[src/qmeu_pkg.sv]
`default_nettype none
package qmeu_pkg;
	localparam int QueueDepthDef = 1024;
	localparam int ProgramDepthDef = 4096;
	localparam int NumRegsDef = 26;
	localparam int ValueW = 16;
	localparam int OpW = 5;
	localparam int RegIdxW = 5;
	localparam int PcW = 12;

	typedef enum logic [OpW-1:0] {
		OP_PUSH_IMM = 5'd0, OP_ADD = 5'd1, OP_SUB = 5'd2, OP_MUL = 5'd3,
		OP_DIV = 5'd4, OP_MOD = 5'd5, OP_POP_REG = 5'd6, OP_PUSH_REG = 5'd7,
		OP_PRINT_POP = 5'd8, OP_PRINT_REG = 5'd9, OP_CHAR_POP = 5'd10,
		OP_CHAR_REG = 5'd11, OP_LABEL = 5'd12, OP_JUMP = 5'd13, OP_JZ = 5'd14,
		OP_JEQ = 5'd15, OP_JGT = 5'd16, OP_QUIT = 5'd17
	} op_t;

	// decoded instruction handed from front to back
	typedef struct packed {
		logic [OpW-1:0] op;
		logic [RegIdxW-1:0] r1;
		logic [RegIdxW-1:0] r2;
		logic [ValueW-1:0] imm;
		logic [PcW-1:0] target;
		logic pops2;
		logic pops1;
		logic pushes;
	} decoded_t;

	typedef enum logic [3:0] {
		ST_IDLE, ST_POP_X, ST_WAIT_X, ST_POP_Y, ST_WAIT_Y,
		ST_MUL, ST_DIV, ST_EXEC, ST_OUT
	} state_t;
endpackage
`default_nettype wire

[src/qmeu_in_if.sv]
`default_nettype none
interface qmeu_in_if;
	logic valid;
	logic ready;
	logic [4:0] operation;
	logic [4:0] reg_first;
	logic [4:0] reg_second;
	logic [15:0] immediate;
	logic [11:0] jump_target;
	modport source(output valid, operation, reg_first, reg_second, immediate, jump_target,
		input ready);
	modport sink(input valid, operation, reg_first, reg_second, immediate, jump_target,
		output ready);
endinterface
`default_nettype wire

[src/qmeu_front.sv]
`default_nettype none
module qmeu_front import qmeu_pkg::*; (
	input wire logic clk,
	input wire logic arst_n,
	qmeu_in_if.sink in_ch,
	output logic dq_valid,
	input wire logic dq_pop,
	output decoded_t dq_data
);
	// two-entry queue of decoded requests
	decoded_t buf_q [2];
	logic [1:0] cnt_q;
	logic rd_q, wr_q;
	decoded_t d;
	logic push;

	always_comb begin
		d.op = in_ch.operation;
		d.r1 = in_ch.reg_first;
		d.r2 = in_ch.reg_second;
		d.imm = in_ch.immediate;
		d.target = in_ch.jump_target;
		d.pops2 = (in_ch.operation == OP_ADD) || (in_ch.operation == OP_SUB)
			|| (in_ch.operation == OP_MUL) || (in_ch.operation == OP_DIV)
			|| (in_ch.operation == OP_MOD);
		d.pops1 = (in_ch.operation == OP_POP_REG) || (in_ch.operation == OP_PRINT_POP)
			|| (in_ch.operation == OP_CHAR_POP);
		d.pushes = d.pops2 || (in_ch.operation == OP_PUSH_IMM)
			|| (in_ch.operation == OP_PUSH_REG);
	end

	assign in_ch.ready = (cnt_q != 2'd2);
	assign push = in_ch.valid && in_ch.ready;
	assign dq_valid = (cnt_q != 2'd0);
	assign dq_data = buf_q[rd_q];

	always_ff @(posedge clk) begin
		if (push) begin
			buf_q[wr_q] <= d;
		end
	end

	always_ff @(posedge clk or negedge arst_n) begin
		if (!arst_n) begin
			cnt_q <= '0;
			rd_q <= 1'b0;
			wr_q <= 1'b0;
		end else begin
			if (push) wr_q <= ~wr_q;
			if (dq_pop) rd_q <= ~rd_q;
			cnt_q <= cnt_q + {1'b0, push} - {1'b0, dq_pop};
		end
	end
endmodule
`default_nettype wire

[src/flat_wrapper.sv]
// flat-port wrapper written by rule: the top's interface ports become plain ports
module qmeu_front_flat import qmeu_pkg::*;
  (clk, arst_n, dq_valid, dq_pop, dq_data, in_ch_valid, in_ch_operation, in_ch_reg_first, in_ch_reg_second, in_ch_immediate, in_ch_jump_target, in_ch_ready);
  qmeu_in_if in_ch_i ();
  input wire logic clk;
  input wire logic arst_n;
  output logic dq_valid;
  input wire logic dq_pop;
  output decoded_t dq_data;
  input wire logic [$bits(in_ch_i.valid)-1:0] in_ch_valid;
  input wire logic [$bits(in_ch_i.operation)-1:0] in_ch_operation;
  input wire logic [$bits(in_ch_i.reg_first)-1:0] in_ch_reg_first;
  input wire logic [$bits(in_ch_i.reg_second)-1:0] in_ch_reg_second;
  input wire logic [$bits(in_ch_i.immediate)-1:0] in_ch_immediate;
  input wire logic [$bits(in_ch_i.jump_target)-1:0] in_ch_jump_target;
  output wire logic [$bits(in_ch_i.ready)-1:0] in_ch_ready;
  assign in_ch_i.valid = in_ch_valid;
  assign in_ch_i.operation = in_ch_operation;
  assign in_ch_i.reg_first = in_ch_reg_first;
  assign in_ch_i.reg_second = in_ch_reg_second;
  assign in_ch_i.immediate = in_ch_immediate;
  assign in_ch_i.jump_target = in_ch_jump_target;
  assign in_ch_ready = in_ch_i.ready;
  qmeu_front u_core (.clk(clk), .arst_n(arst_n), .in_ch(in_ch_i), .dq_valid(dq_valid), .dq_pop(dq_pop), .dq_data(dq_data));
endmodule
[config.mk]
export PLATFORM = sky130hd
export DESIGN_NAME = qmeu_front_flat
export DESIGN_NICKNAME = d
export VERILOG_FILES = /design/src/qmeu_pkg.sv /design/src/qmeu_in_if.sv /design/src/qmeu_front.sv /design/src/flat_wrapper.sv
export SDC_FILE = /design/constraint.sdc
export NUM_CORES = 1
export LEC_CHECK = 0
export ABC_CLOCK_PERIOD_IN_PS = 3650
export BUFFER_PORTS_ARGS = -buffer_cell sky130_fd_sc_hd__buf_2
export CAP_MARGIN = 15
export CORE_MARGIN = 5
export CORE_UTILIZATION = 54
export CTS_BUF_LIST = sky130_fd_sc_hd__clkbuf_8
export DETAILED_ROUTE_END_ITERATION = 8
export GPL_ROUTABILITY_DRIVEN = 0
export PLACE_DENSITY = 0.84
export REMOVE_ABC_BUFFERS = 1
export SLEW_MARGIN = 20
export SYNTH_ARGS = -nofsm -noshare
export SYNTH_HDL_FRONTEND = slang
export SYNTH_SLANG_ARGS = --single-unit
[constraint.sdc]
create_clock -name clk -period 3.65 [get_ports clk]
set_clock_uncertainty 0.05 [all_clocks]
set_input_delay 0.73 -clock clk [delete_from_list [all_inputs] [get_ports clk]]
set_output_delay 0.73 -clock clk [all_outputs]
set_load 0.03 [all_outputs]
# ---- After elaboration in Yosys (flattened, before gate mapping)
# Memory sizes are Yosys's and may differ from the RTL's.
# Index checks and enable logic that the tools add are counted.
dict set report totals {
  reg_bits 4
  latch_bits 0
  ramBits 92
  romBits 0
  input_bits 47
  out_inout_bits 48
  wordCells 31
  memories 1
}
# name depth width rd rd_ports_with_merged_regs wr line
set memory_table {}
lappend memory_table {u_core.buf_q 2 46 1 0 1 qmeu_front.sv:11} ;# decoded_t buf_q [2];
dict set report classes {
  addsub 2
  multipliers 0
  n_div 0
  n_lt_le_gt_ge 0
  n_eq_ne 10
  shifts 0
  n_mux 2
  bitwise_logic 2
  reduce_logical 11
}
# op count
set ops {}
lappend ops {{$eq 5x3->1 const B} 4}
lappend ops {{$eq 5x2->1 const B} 2}
lappend ops {{$eq 5x4->1 const B} 2}
lappend ops {{$logic_or 1x1->1} 8}
lappend ops {{$eq 5x1->1 const B} 1}
lappend ops {{$logic_not 5->1} 1}
lappend ops {{$add 2x1->2} 1}
lappend ops {{$mux 1} 2}
lappend ops {{$ne 2x2->1 const B} 1}
lappend ops {{$not 1->1} 2}
lappend ops {{$reduce_bool 2->1} 1}
lappend ops {{$sub 2x1->2} 1}
lappend ops {{$logic_and 1x1->1} 1}

# ---- Logic depth before layout (Yosys ltp)
dict set report depth {
  ltp_word 7
  depth_mapped 6
  ltp_nobuf 6
}

# ---- Worst setup path before layout
# No wires, ideal clock.
dict set report synth_timing {
  path_kind {reg-to-reg}
  start {reg u_core.cnt_q[1]}
  end {mem u_core.buf_q[0][0] in the netlist's numbering (enable)}
  setup_ns 0.450
  arrival_ns 2.773
  t_required_ns 3.150
  path_slack_ns 0.378
  stages_incl_launch_ff 4
  path_buffers 0
  synth_period_minus_slack_ns 3.272
  path_cell_list {dfrtp_1 > nand2b_1 > nand2_1 > nor2_1}
}
dict set report synth_between {
  elab_chain_len 4
}
# item line
set synth_lines {}
lappend synth_lines {{from (decl)} qmeu_front.sv:12} ;# logic [1:0] cnt_q;
lappend synth_lines {{from (signal assigned)} qmeu_front.sv:51} ;# cnt_q <= cnt_q + {1'b0, push} - {1'b0, dq_pop};
lappend synth_lines {{$ne 2x2->1} qmeu_front.sv:32} ;# assign in_ch.ready = (cnt_q != 2'd2);
lappend synth_lines {{named net in_ch_ready} flat_wrapper.sv:16} ;# output wire logic [$bits(in_ch_i.ready)-1:0] in_ch_ready;
lappend synth_lines {{$logic_and 1x1->1} qmeu_front.sv:33} ;# assign push = in_ch.valid && in_ch.ready;
lappend synth_lines {{$mux 1} qmeu_front.sv:38} ;# if (push) begin
lappend synth_lines {{$mux 1 (not written as such)} qmeu_front.sv:39} ;# buf_q[wr_q] <= d;
lappend synth_lines {{to (decl)} qmeu_front.sv:11}
# The timed path passes the listed nets, and every way through them passes these cells.

==> impl_results.md <==
* Outcome: finished, final reports clean
* Worst setup path class: register to primary output
* Ant. Diodes at 0
* GRT Util Overall at 15.1%
* Post-cts resize count at 0
* Max H-tree Level at 3
* Net Sw Frac at 36.4%
* Sequential cell area at 2860 µm²
* CTS Buf Count at 9
* IO Pins at 95
* Synth Instances at 168
* Slew Viols, Final at 0
* CP required at 2.87 ns
* WP data arrival at 1.92 ns
* GR Util met1 at 19.9%
* Final Hold Slack at 0.123 ns
* Syn_area_per_cell at 21.9 µm²
* Gate power share at 39.3%
* Post-DP HPWL at 4.38 mm
* Die Wd at 92.6 µm
* Leakage at 0.00177 µW
* PD cells at 850 nW/µm²
* Worst setup startpoint: u_core.rd_q$_DFFE_PN0P_
* Critical-path maximum fanout at 27
* Final setup vio count at 0
* Largest net degree at the start of global routing at 28
* DR pass1 iterations at 4
* Slowest CP cell: dfrtp_2
* Hold Vio Cnt, Final at 0
* Maxcap violations at 0
* Layout overhead on the synthesized area at 20.9%
* Switching power at 1380 µW
* Clock Latency Late Sink at 0.35 ns
* Num rows at 30
* Register-to-Register Setup Slack at 1.69 ns
* Die Y at 92.6 µm
* Reg clk slew, reported paths at 0.08 ns
* Setup TNS Final at 0 ns
* Synth cell types at 17
* Max VDD drop at 0.577 mV
* Initial Util at 54.8%
* Final ANT Viol Nets at 0
* Root Buffer: clkbuf_8
* R2r startpoint: u_core.cnt_q[1]$_DFF_PN0_
* Worst r2r dst: u_core.buf_q[1][16]$_DFFE_PP_
* Total number of vias at 1,847
* Synth Warn # at 0
* Critical Path Start Type: register
* Min-Delay Path Class: input pin to async pin
* CTS tree: yes
* Most frequent cells in the layout: buf_2, edfxtp_1, mux2_4
* DRC Markers at 0
* DR iter-0 viols at 69
* Most common library cell in the layout ignoring fill and taps: buf_2
* Grt peak-use layer: met2
* Post-DR wirelength/cell at 17.3 µm
* GRT met2 Usage at 23.6%
* Register area share after synthesis at 77.7%
* P_int at 2410 µW
* Hold buffer count at CTS at 0
* Seq pwr share at 43.1%
* Critical path, cell by cell: buf_12 > mux2_2 > buf_2
* First-pass GRT wire length at 9.72 mm
* CTS max path bufs at 2
* Core area at 6720 µm²
* Clk pwr share at 17.6%
* FILL cells at 467
* Least-Margin Pin Slew at 0.689 ns
* I/O Buffers at 94
* Vias/cell at 5.17
* Die footprint at 8570 µm²
* Initial antenna violation count at 0
* Postcts setup bufs at 0
* Share of layout cells above drive strength 1 at 59.2%
* R2R depth at 3
* Worst slew margin at 52.9%
* Max stage delay on crit path at 0.74 ns
* Vias in the first global route at 1,959
* Multi-input gate area at 768 µm²
* Synthesized cell area at 3680 µm²
* Met3 GRT Util at 4.39%
* Nets at 321
* Final min period at 2.70 ns
* #FFs+latches synth at 96
* TritonCTS Sinks at 96
* GRT overflow at 0
* Worst setup endpoint: dq_data[3]
* Final period utilization at 74.0%
* Unrepaired setup endpoints after global routing: no
* Post-Route WL at 6.17 mm
* Crit end category: primary output
* Fmax at 0.370 GHz
## cell type report
type | count | share of cell area, %
multi-input combinational | 64 | 17.3
clock buffer | 9 | 2.78
inverter | 3 | 0.253
clock inverter | 7 | 1.60
tap | 80 | 2.25
timing repair buffer | 98 | 11.5
sequential | 96 | 64.3
## power groups by stage
stage,Sequential (µW),Combinational (µW),Clock (µW)
after floorplan,1680,1080,0
after CTS,1640,1510,687
after detailed placement,1660,1510,0
after global routing,1660,1570,734
after global placement,1640,1490,0
final,1630,1490,667
## cells in the mapped netlist
master     count  area share (%)
a2111oi_0      1            0.24
and3_1         1            0.17
buf_2          1            0.14
buf_6          4             1.2
dfrtp_1        4             2.7
edfxtp_1      92              75
ha_1           2            0.68
inv_1          3            0.31
mux2_2        17             5.2
mux2_4        30              12
nand2_1        2            0.20
nand2b_1       1            0.17
nor2_1         2            0.20
nor3_1         3            0.41
or2_2          1            0.17
xnor2_1        3            0.71
xor2_1         1            0.24
## worst min-delay path by stage
| stage | from | end | slack [ns] |
|---|---|---|---|
| 3_5_place_dp | arst_n | u_core.cnt_q[0]$_DFF_PN0_ | 0.49 |
| 3_3_place_gp | u_core.wr_q$_DFFE_PN0P_ | u_core.wr_q$_DFFE_PN0P_ | 0.48 |
| 2_1_floorplan | arst_n | u_core.cnt_q[0]$_DFF_PN0_ | 0.38 |
| 5_1_grt | arst_n | u_core.cnt_q[0]$_DFF_PN0_ | 0.11 |
| 6_report | arst_n | u_core.cnt_q[0]$_DFF_PN0_ | 0.12 |
| 4_1_cts | arst_n | u_core.cnt_q[0]$_DFF_PN0_ | 0.11 |
## sequential cells by signal, summed over array words and instances, names as in the netlist
name	count
u_core.buf_q	92
u_core.wr_q	1
u_core.rd_q	1
u_core.cnt_q	2
## worst max-delay path, delay by kind of cell, from the launching register on
kind                   cells  cell delay, ns
DFF                        1            0.74
muxes                      1            0.36
buffers and inverters      2            0.48
## logic make-up (layout without fill, tap and decap cells)
kind of cell / count (synthesis) / in the layout / share of synthesized area, %
flops: 96 / 96 / 77.7
mux: 47 / 47 / 17.4
simple gates: 10 / 10 / 1.33
buf+inv: 8 / 117 / 1.66
xor+xnor: 4 / 4 / 0.951
fa+ha+maj: 2 / 2 / 0.679
compound gates: 1 / 1 / 0.238
## routing by layer
layer | part of all wire (%) | routed length, µm | up-vias
li1 | - | - | 861
met1 | 43 | 2680 | 904
met2 | 47 | 2900 | 73
met3 | 8.1 | 501 | 9
met4 | 1.4 | 85 | 0
met5 | 0 | 0 | -
## metrics by stage
| stage | util (%) | cells | area, µm² | total power, µW | setup WS (ns) |
|---|---|---|---|---|---|
| 5_1_grt | 66.3 | 357 | 4450 | 3970 | 0.833 |
| 6_report | 66.3 | 357 | 4450 | 3780 | 0.951 |
| 2_1_floorplan | - | 163 | 3630 | 2770 | 0.378 |
| 4_1_cts | 66.3 | 357 | 4450 | 3830 | 0.903 |
| 3_5_place_dp | 63.4 | 341 | 4260 | 3170 | 1.30 |
| 3_3_place_gp | 63.4 | 341 | 4260 | 3130 | 1.30 |
No activity file was read; power rests on OpenSTA's default activity.
